File: src/hw/rtl/lpdf_pkg.sv
// Shared types and constants for the length-prefixed deframer.
package lpdf_pkg;

  localparam int unsigned BYTE_W         = 8;
  localparam int unsigned FRAME_LENGTH_W = 32;
  localparam int unsigned FRAME_INDEX_W  = 8;

  localparam logic [BYTE_W-1:0] MARKER = 8'h7C;  // '|'

  localparam logic KIND_HEADER  = 1'b0;
  localparam logic KIND_PAYLOAD = 1'b1;

  typedef enum logic [2:0] {
    PH_IDLE = 3'b001,
    PH_LEN  = 3'b010,
    PH_DATA = 3'b100
  } phase_t;

  typedef struct packed {
    logic                      kind;
    logic [BYTE_W-1:0]         payload_byte;
    logic [FRAME_LENGTH_W-1:0] frame_length;
    logic [FRAME_INDEX_W-1:0]  frame_index;
    logic                      is_last;
  } res_t;

endpackage

File: src/hw/rtl/lpdf_in_stage.sv
// Input register for received bytes.
module lpdf_in_stage (
  input  logic                      clk,
  input  logic                      rst,
  input  logic                      rx_valid,
  input  logic [lpdf_pkg::BYTE_W-1:0] rx_byte,
  output logic                      rx_stall,
  input  logic                      drain_ok,
  output logic                      fire,
  output logic [lpdf_pkg::BYTE_W-1:0] byte_q
);
  import lpdf_pkg::*;

  logic full;
  logic accept;

  assign fire     = full && drain_ok;
  assign rx_stall = full && !drain_ok;
  assign accept   = rx_valid && !rx_stall;

  always_ff @(posedge clk) begin
    if (rst) begin
      full <= 1'b0;
    end else if (accept) begin
      full <= 1'b1;
    end else if (fire) begin
      full <= 1'b0;
    end
  end

  always_ff @(posedge clk) begin
    if (accept) begin
      byte_q <= rx_byte;
    end
  end

endmodule

File: src/hw/rtl/lpdf_parser.sv
// Frame parser: phase machine, length accumulation and result forming.
module lpdf_parser #(
  parameter int unsigned LENGTH_WIDTH     = 32,
  parameter int unsigned MAX_LENGTH_CHARS = 11
) (
  input  logic                        clk,
  input  logic                        rst,
  input  logic                        fire,
  input  logic [lpdf_pkg::BYTE_W-1:0] byte_q,
  output logic                        has_res,
  output lpdf_pkg::res_t              res
);
  import lpdf_pkg::*;

  localparam int unsigned CHAR_W = $clog2(MAX_LENGTH_CHARS + 1);
  localparam int unsigned PROD_W = LENGTH_WIDTH + 4;

  phase_t                    phase, phase_next;
  logic [LENGTH_WIDTH-1:0]   length_accum, length_accum_next;
  logic [CHAR_W-1:0]         length_chars, length_chars_next;
  logic                      digits_stopped, digits_stopped_next;
  logic [LENGTH_WIDTH-1:0]   bytes_remaining, bytes_remaining_next;
  logic [FRAME_INDEX_W-1:0]  frames_done, frames_done_next;

  logic                      is_marker;
  logic                      is_digit;
  logic [PROD_W-1:0]         accum_ext;
  logic [PROD_W-1:0]         times_ten;
  logic [LENGTH_WIDTH-1:0]   accum_sat;
  logic [LENGTH_WIDTH-1:0]   remaining_dec;

  assign is_marker = (byte_q == MARKER);
  assign is_digit  = byte_q inside {[8'h30:8'h39]};

  // accum * 10 + digit as shift-adds; saturate on carry out of LENGTH_WIDTH
  assign accum_ext = PROD_W'(length_accum);
  assign times_ten = (accum_ext << 3) + (accum_ext << 1) + PROD_W'(byte_q[3:0]);
  assign accum_sat = (|times_ten[PROD_W-1:LENGTH_WIDTH]) ? '1
                                                          : times_ten[LENGTH_WIDTH-1:0];
  assign remaining_dec = bytes_remaining - LENGTH_WIDTH'(1);

  always_comb begin
    phase_next           = phase;
    length_accum_next    = length_accum;
    length_chars_next    = length_chars;
    digits_stopped_next  = digits_stopped;
    bytes_remaining_next = bytes_remaining;
    frames_done_next     = frames_done;
    has_res              = 1'b0;
    res.kind             = KIND_HEADER;
    res.payload_byte     = '0;
    res.frame_length     = FRAME_LENGTH_W'(length_accum);
    res.frame_index      = frames_done;
    res.is_last          = 1'b0;

    case (phase)
      PH_LEN: begin
        if (is_marker) begin
          has_res = 1'b1;
          if (length_accum == '0) begin
            res.is_last      = 1'b1;
            frames_done_next = frames_done + FRAME_INDEX_W'(1);
            phase_next       = PH_IDLE;
          end else begin
            bytes_remaining_next = length_accum;
            phase_next           = PH_DATA;
          end
        end else if (length_chars < CHAR_W'(MAX_LENGTH_CHARS)) begin
          length_chars_next = length_chars + CHAR_W'(1);
          if (!digits_stopped) begin
            if (is_digit) begin
              length_accum_next = accum_sat;
            end else begin
              digits_stopped_next = 1'b1;
            end
          end
        end
      end
      PH_DATA: begin
        has_res              = 1'b1;
        bytes_remaining_next = remaining_dec;
        res.kind             = KIND_PAYLOAD;
        res.payload_byte     = byte_q;
        res.is_last          = (remaining_dec == '0);
        if (remaining_dec == '0) begin
          frames_done_next = frames_done + FRAME_INDEX_W'(1);
          phase_next       = PH_IDLE;
        end
      end
      default: begin
        phase_next = PH_IDLE;
        if (is_marker) begin
          phase_next           = PH_LEN;
          length_accum_next    = '0;
          length_chars_next    = '0;
          digits_stopped_next  = 1'b0;
          bytes_remaining_next = '0;
        end
      end
    endcase
  end

  always_ff @(posedge clk) begin
    if (rst) begin
      phase           <= PH_IDLE;
      length_accum    <= '0;
      length_chars    <= '0;
      digits_stopped  <= 1'b0;
      bytes_remaining <= '0;
      frames_done     <= '0;
    end else if (fire) begin
      phase           <= phase_next;
      length_accum    <= length_accum_next;
      length_chars    <= length_chars_next;
      digits_stopped  <= digits_stopped_next;
      bytes_remaining <= bytes_remaining_next;
      frames_done     <= frames_done_next;
    end
  end

endmodule

File: src/hw/rtl/lpdf_out_reg.sv
// Result register driving the output channel.
module lpdf_out_reg (
  input  logic                                clk,
  input  logic                                rst,
  input  logic                                load,
  input  lpdf_pkg::res_t                      res,
  input  logic                                res_stall,
  output logic                                res_valid,
  output logic                                out_free,
  output logic                                kind,
  output logic [lpdf_pkg::BYTE_W-1:0]         payload_byte,
  output logic [lpdf_pkg::FRAME_LENGTH_W-1:0] frame_length,
  output logic [lpdf_pkg::FRAME_INDEX_W-1:0]  frame_index,
  output logic                                is_last
);
  import lpdf_pkg::*;

  res_t held;

  assign out_free = !res_valid || !res_stall;

  always_ff @(posedge clk) begin
    if (rst) begin
      res_valid <= 1'b0;
    end else if (out_free) begin
      res_valid <= load;
    end
  end

  always_ff @(posedge clk) begin
    if (load) begin
      held <= res;
    end
  end

  assign kind         = held.kind;
  assign payload_byte = held.payload_byte;
  assign frame_length = held.frame_length;
  assign frame_index  = held.frame_index;
  assign is_last      = held.is_last;

endmodule

File: src/hw/rtl/ascii_length_prefixed_deframer_core.sv
// Top level of the length-prefixed frame deframer.
//
// Input channel (rx_valid / rx_stall / rx_byte): one raw serial byte per item.
// Output channel (res_valid / res_stall / fields): zero or one result per byte.
// Frames look like '|' <decimal length> '|' <payload>. Bytes outside a frame
// are dropped. The closing '|' of the length gives a header item (kind = 0)
// carrying the parsed length; each payload byte then gives a payload item
// (kind = 1), the final one flagged with is_last. A zero length header has
// is_last set and ends the frame at once.
//
// An accepted byte waits in the input register, then goes through the parser
// into the result register that drives res_valid. Throughput: one byte per
// cycle unless a result waits under res_stall. The input register hands its
// byte to the parser and result register in the same cycle it takes another.
//
// Stall: when res_stall holds a waiting result, the parser pauses and the
// input register keeps one byte; rx_stall rises only while both are full.
// Reset (rst, synchronous): both registers empty, parser back to hunting for
// a marker, frame counter cleared.
module ascii_length_prefixed_deframer_core #(
  parameter int unsigned LENGTH_WIDTH     = 32,
  parameter int unsigned MAX_LENGTH_CHARS = 11
) (
  input  logic                                clk,
  input  logic                                rst,
  input  logic                                rx_valid,
  output logic                                rx_stall,
  input  logic [lpdf_pkg::BYTE_W-1:0]         rx_byte,
  output logic                                res_valid,
  input  logic                                res_stall,
  output logic                                kind,
  output logic [lpdf_pkg::BYTE_W-1:0]         payload_byte,
  output logic [lpdf_pkg::FRAME_LENGTH_W-1:0] frame_length,
  output logic [lpdf_pkg::FRAME_INDEX_W-1:0]  frame_index,
  output logic                                is_last
);
  import lpdf_pkg::*;

  logic              out_free;   // result register can take a new item
  logic              fire;       // buffered byte goes through the parser
  logic [BYTE_W-1:0] byte_q;
  logic              has_res;
  res_t              res;

  lpdf_in_stage u_in (
    .clk      (clk),
    .rst      (rst),
    .rx_valid (rx_valid),
    .rx_byte  (rx_byte),
    .rx_stall (rx_stall),
    .drain_ok (out_free),
    .fire     (fire),
    .byte_q   (byte_q)
  );

  lpdf_parser #(
    .LENGTH_WIDTH     (LENGTH_WIDTH),
    .MAX_LENGTH_CHARS (MAX_LENGTH_CHARS)
  ) u_parser (
    .clk     (clk),
    .rst     (rst),
    .fire    (fire),
    .byte_q  (byte_q),
    .has_res (has_res),
    .res     (res)
  );

  // Only bytes that produce a result fill the output register.
  lpdf_out_reg u_out (
    .clk          (clk),
    .rst          (rst),
    .load         (fire && has_res),
    .res          (res),
    .res_stall    (res_stall),
    .res_valid    (res_valid),
    .out_free     (out_free),
    .kind         (kind),
    .payload_byte (payload_byte),
    .frame_length (frame_length),
    .frame_index  (frame_index),
    .is_last      (is_last)
  );

endmodule

File: config.mk
export PLATFORM = sky130hd
export DESIGN_NAME = ascii_length_prefixed_deframer_core
export DESIGN_NICKNAME = d
export VERILOG_FILES = /design/src/hw/rtl/lpdf_pkg.sv /design/src/hw/rtl/lpdf_in_stage.sv /design/src/hw/rtl/lpdf_parser.sv /design/src/hw/rtl/lpdf_out_reg.sv /design/src/hw/rtl/ascii_length_prefixed_deframer_core.sv
export SDC_FILE = /design/constraint.sdc
export NUM_CORES = 1
export LEC_CHECK = 0
export BUFFER_PORTS_ARGS = -buffer_cell sky130_fd_sc_hd__buf_4
export CAP_MARGIN = 0
export CORE_MARGIN = 5
export CORE_UTILIZATION = 61
export DETAILED_ROUTE_END_ITERATION = 12
export PLACE_DENSITY_LB_ADDON = 0.08
export SYNTH_ARGS = -nofsm -noshare
export SYNTH_HDL_FRONTEND = slang
export SYNTH_SLANG_ARGS = --single-unit
export TNS_END_PERCENT = 30
File: constraint.sdc
create_clock -name clk -period 5.4 [get_ports clk]
set_input_delay 0.27 -clock clk [delete_from_list [all_inputs] [get_ports clk]]
set_output_delay 0.27 -clock clk [all_outputs]
set_load 0.01 [all_outputs]
# [After elaboration in Yosys (flattened, before gate mapping)]
# Cells that the tools add are included.
[word_totals] elab_cells=93 register_bits=140
[classes] mux=37 add_sub_neg=5 reduce_logical=23 eq_ne=10 magnitude_cmp=3 n_bitwise=1
[ops] operator="$mux 32" count=8
[ops] operator="$pmux 32 s2" count=2
[ops] operator="$logic_not 32->1" count=2
[ops] operator="$add 35x33->36" count=1
[ops] operator="$add 36x4->36" count=1
[ops] operator="$sub 32x1->32 const B" count=1
[ops] operator="$mux 8" count=3
[ops] operator="$pmux 8 s2" count=1
[ops] operator="$mux 4" count=3
[ops] operator="$mux 1" count=10
[ops] operator="$reduce_and 5->1" count=2
[ops] operator="$reduce_bool 2->1" count=5
[ops] operator="$mux 3" count=3
[ops] operator="$mux 9" count=1
[ops] operator="$add 8x1->8 const B" count=1
[ops] operator="$eq 8x7->1 const B" count=1
[ops] operator="$ge 8x6->1 const B" count=1
[ops] operator="$le 8x6->1 const B" count=1
[ops] operator="$ne 2x1->1 const B" count=4
[ops] operator="$pmux 4 s2" count=1
[ops] operator="$reduce_and 7->1" count=1
[ops] operator="$ne 2x2->1 const B" count=3
[ops] operator="$pmux 1 s2" count=3
[ops] operator="$pmux 3 s2" count=1
[ops] operator="other kinds (12)" count=19

# [Depth between registers and ports, before layout]
[logic_depth] depth_word=9 depth_mapped=14

# [Cells and area by module]
# From an unflattened synthesis, not the netlist that was laid out.
[unflattened] cells_unflattened=948 hier_area_um2=8529.4
[modules_own_cells] module="lpdf_parser" cells_per_inst=880 area_each_um2=6692.7 seq_area_each_um2=1601.5 n_inst=1
[modules_own_cells] module="lpdf_out_reg" cells_per_inst=54 area_each_um2=1534.0 seq_area_each_um2=1521.5 n_inst=1
[modules_own_cells] module="lpdf_in_stage" cells_per_inst=13 area_each_um2=296.5 seq_area_each_um2=260.2 n_inst=1
[modules_own_cells] module="ascii_length_prefixed_deframer_core" cells_per_inst=1 area_each_um2=6.3 seq_area_each_um2=0.0 n_inst=1

# [Worst setup path after synthesis]
# No wires, ideal clock.
[synth_timing] kind="register to register" from="register u_in.byte_q[3] (netlist name)" to="register u_parser.length_accum[12]" stages_incl_launch_ff=14 arrival_ps=3638 setup_slack_ps=1646 cell_sequence="edfxtp_1 fa_1 inv_1 fa_1 nand2b_1 a21oi_1 o2111a_1 o2111ai_1 a41oi_1 xnor2_1 nor4bb_1 clkbuf_1 nand3_1 a22o_1"
[synth_between] elab_chain_len=8 elab_cells_between_ends=17 classes_between="1 x add/sub; 2 x order compare; 3 x eq/ne; 6 x mux; 5 x reduce/logical"
[synth_rtl] element="start: declaration" line_no="lpdf_in_stage.sv:10" text="output logic [lpdf_pkg::BYTE_W-1:0] byte_q"
[synth_rtl] element="start signal: assignment" line_no="lpdf_in_stage.sv:33" text="byte_q <= rx_byte;"
[synth_rtl] element="$add 36x4->36" line_no="lpdf_parser.sv:37" text="assign times_ten = (accum_ext << 3) + (accum_ext << 1) + PROD_W'(byte_q[3:0]);"
[synth_rtl] element="$reduce_or 4->1" line_no="lpdf_parser.sv:38" text="assign accum_sat = (|times_ten[PROD_W-1:LENGTH_WIDTH]) ? '1"
[synth_rtl] element="$mux 32" line_no="lpdf_parser.sv:38"
[synth_rtl] element="$mux 32" line_no="lpdf_parser.sv:71" text="if (is_digit) begin"
[synth_rtl] element="$mux 32" line_no="lpdf_parser.sv:70" text="if (!digits_stopped) begin"
[synth_rtl] element="$mux 32" line_no="lpdf_parser.sv:68" text="end else if (length_chars < CHAR_W'(MAX_LENGTH_CHARS)) begin"
[synth_rtl] element="$mux 32" line_no="lpdf_parser.sv:58" text="if (is_marker) begin"
[synth_rtl] element="$pmux 32 s2" line_no="lpdf_parser.sv:56" text="case (phase)"
[synth_rtl] element="end signal: assignment" line_no="lpdf_parser.sv:113" text="length_accum <= length_accum_next;"
[synth_rtl] element="end: declaration" line_no="lpdf_parser.sv:19" text="logic [LENGTH_WIDTH-1:0] length_accum, length_accum_next;"
# Parallel ways exist; a longest one is shown, timed or not. The select of a mux whose other input is x is not followed.
# A chain may end at the register's enable or synchronous reset.

# [Worst setup path in the final report]
[layout_timing] from="register u_in.byte_q[3] (netlist name)" to="register u_parser.length_accum[27]"
# Same word-level chain as after synthesis.

==> run_results.csv <==
group,metric,value,unit
timing,tightest_slew,1090,ps
setup_path,cp-start-kind,"flop",
outcome,status,"finished clean",
final_layout,syn_to_final_growth,13.7,%
global_route,overflow,0,
setup_path,regToRegSetupSlack,1150,ps
clocking,clk_latency,430,ps
global_route,grt_usage,0.290,
timing,slew_viol_final,0,
min_path,worstHoldStart,"rx_byte[4]",
clocking,postCtsSetupRepairBufs,0,
timing,fin_skew,7.30,ps
timing,hold_viol,0,
pwr,seqPwrFrac,0.463,
die,die_w,128,um
final_layout,fin_cells,1164,
pwr,switching_share,0.204,
final_layout,nets,1052,
clocking,cts.sinks,140,
final_layout,num_antenna_cells,0,
pwr,power.internal,1900,uW
clocking,path_clk_slew,60,ps
final_layout,fill_cells,1049,
routing,drtPass1Iterations,5,
yosys,synthCells,941,
yosys,synth-seq-cells,140,
pwr,p_total,2390,uW
clocking,cts_tree,"built",
timing,period_minus_slack,4250,ps
placed_design,placed_area,9000,um^2
pwr,clkPwrFrac,0.522,
yosys,syn-num-nets,1022,
yosys,synth-main-ff-cell,"dfxtp_1",
die,core,13800,um^2
final_layout,final_cell_mix,"nor2_1 (84), dfxtp_1 (82), nand2_1 (71), a21oi_1 (71), buf_4 (71)",
setup_path,crit_fanout,8,
clocking,numCtsBuffers,17,
timing,fmax,235,MHz
final_layout,final_common_cell,"nor2_1",
yosys,yosysUniqueCellTypes,70,
placed_design,gp_congestion,0.934,
final_layout,final_util,0.700,
routing,drc,0,
setup_path,cp_data_required_time,5720,ps
clocking,cts_root_buffer,"clkbuf_16",
yosys,async_flop_share,0,
routing,wl,23.6,mm
routing,drt_iter0_markers,890,
final_layout,ff_latch_area,3380,um^2
setup_path,crit_start,"u_in.byte_q[3]",
pwr,power_leakage,0.00391,uW
timing,rsz0062_at_grt,"false",
global_route,antenna_found_initial,0,
setup_path,r2r-start,"u_in.byte_q[3]",
final_layout,layout-drive-gt1-share,0.121,
placed_design,dp_hpwl,16.1,mm
min_path,hp-class,"in -> reg",
timing,max-slew-margin-rel,0.273,
yosys,netlist_area,8480,um^2
final_layout,final_area,9640,um^2
die,io-pin-count,64,
placed_design,portBuffers,63,
yosys,seq_area_frac_synth,0.399,
die,start_util,0.616,
flow_run,drv_cap,0,
timing,fin_setup_tns,0,ps
routing,wl_per_cell,20.3,um
setup_path,end_kind,"flop",
timing,finalCritPeriodShare,0.787,
global_route,first_global_vias,7379,
final_layout,multi_input_area,4810,um^2
yosys,yosys_warnings,0,
timing,finalSetupViolCount,0,
global_route,grt_max_degree,51,
die,core.rowCount,43,
die,die_y,128,um
routing,viasPerCell,6.71,
yosys,syn_avg_cell_area,9.01,um^2
clocking,cts.repair.resized,0,
yosys,synth_edf_count,58,
setup_path,crit_type,"reg -> reg",
global_route,grt_pass1_wl,37.8,mm
routing,vias,7806,
clocking,hold_buffers,0,
die,dieArea,16400,um^2
clocking,htree_levels,4,
placed_design,dpl.cell_count,1132,
clocking,cts_buffer_depth,2,
routing,drtAntennaViolNets,0,
setup_path,critPathArrivalTime,4570,ps
pwr,power_frac_comb,0.015,
pwr,switchingPower,487,uW
pwr,ir_drop,0.255,mV
pwr,p_per_area,247,nW/um^2
logic make-up after synthesis:
| family | share of synthesized area |
|---|---|
| and+or+nand+nor | 0.218 |
| adders and majority gates | 0.104 |
| muxes | 0.00723 |
| AOI/OAI and AO/OA | 0.193 |
| buffers and inverters | 0.0360 |
| xor gates and xnor gates | 0.0423 |
| DFF | 0.399 |
cells in the mapped netlist (6+ instances only):
cell type | count | area share
nor2_1 | 84 | 0.037
dfxtp_1 | 82 | 0.19
a21oi_1 | 71 | 0.042
nand2_1 | 71 | 0.031
ha_1 | 67 | 0.099
edfxtp_1 | 58 | 0.21
clkbuf_1 | 53 | 0.023
o21ai_0 | 44 | 0.026
nand3_1 | 37 | 0.022
nor3_1 | 33 | 0.019
xor2_1 | 28 | 0.029
nor4_1 | 20 | 0.015
a31oi_1 | 19 | 0.014
a21o_1 | 18 | 0.016
a22o_1 | 18 | 0.019
and2_1 | 17 | 0.013
nand4_1 | 17 | 0.013
nand2b_1 | 16 | 0.012
inv_1 | 14 | 0.0062
o31ai_1 | 13 | 0.012
or3_1 | 13 | 0.0096
xnor2_1 | 13 | 0.013
o21ai_1 | 11 | 0.0065
a22oi_1 | 8 | 0.0071
a211oi_1 | 7 | 0.0062
a221oi_1 | 7 | 0.0072
and3_1 | 7 | 0.0052
and4_1 | 6 | 0.0062
critical path, cell delays in order (launching register included):
cell	delay (ps)
edfxtp_1	460
fa_1	600
inv_1	70
fa_1	450
nand2b_1	190
a21oi_1	320
o2111a_1	270
o2111ai_1	110
a41oi_1	210
xnor2_1	160
nor4bb_2	680
buf_4	290
nand3_1	100
a22o_1	220
per-layer routing:
metal,vias to the layer above,share of wire,track usage
li1,3595,-,-
met1,3712,0.41,0.379
met2,433,0.47,0.474
met3,66,0.086,0.0608
met4,0,0.030,0.110
met5,-,0,0
per-stage QoR:
step                hold WS, ps  setup slack [ps]
floorplan                   369              1650
global placement            434              1420
detailed placement          450              1260
CTS                        14.3              1250
global route               1.46               934
finish                     19.0              1150
layout make-up:
class / instances / area share
multi-input combinational: 726 / 0.499
sequential: 140 / 0.351
timing repair buffer: 71 / 0.0553
clock buffer: 21 / 0.0500
tap: 180 / 0.0234
clock inverter: 11 / 0.0158
inverter: 15 / 0.00584
flip-flops by register name, summed over array words and instances (netlist names):
| register | count |
|---|---|
| u_parser.bytes_remaining | 32 |
| u_in.byte_q | 8 |
| u_parser.length_accum | 32 |
| u_out.is_last | 1 |
| u_out.kind | 1 |
| u_out.frame_index | 8 |
| u_out.frame_length | 32 |
| u_in.full | 1 |
| u_parser.phase | 3 |
| u_parser.digits_stopped | 1 |
| u_out.res_valid | 1 |
| u_parser.length_chars | 4 |
| u_parser.frames_done | 8 |
| u_out.payload_byte | 8 |
final timing paths:
path,endpoint,depth (start not counted)
worst max-delay path,u_parser.length_accum[27],13
worst min-delay path,u_in.byte_q[4],1
worst max register to register,u_parser.length_accum[27],13
worst min register to register,u_out.frame_index[7],0
power groups by stage:
stage                     Clock, uW  Combinational (uW)  Sequential [uW]
after floorplan                   0                21.0             1130
after global placement            0                34.5             1130
after CTS                      1250                35.8             1100
after global routing           1300                39.4             1100
after detailed placement          0                35.2             1130
final                          1240                36.4             1100
Note: power is estimated with default switching activity, not from simulation.
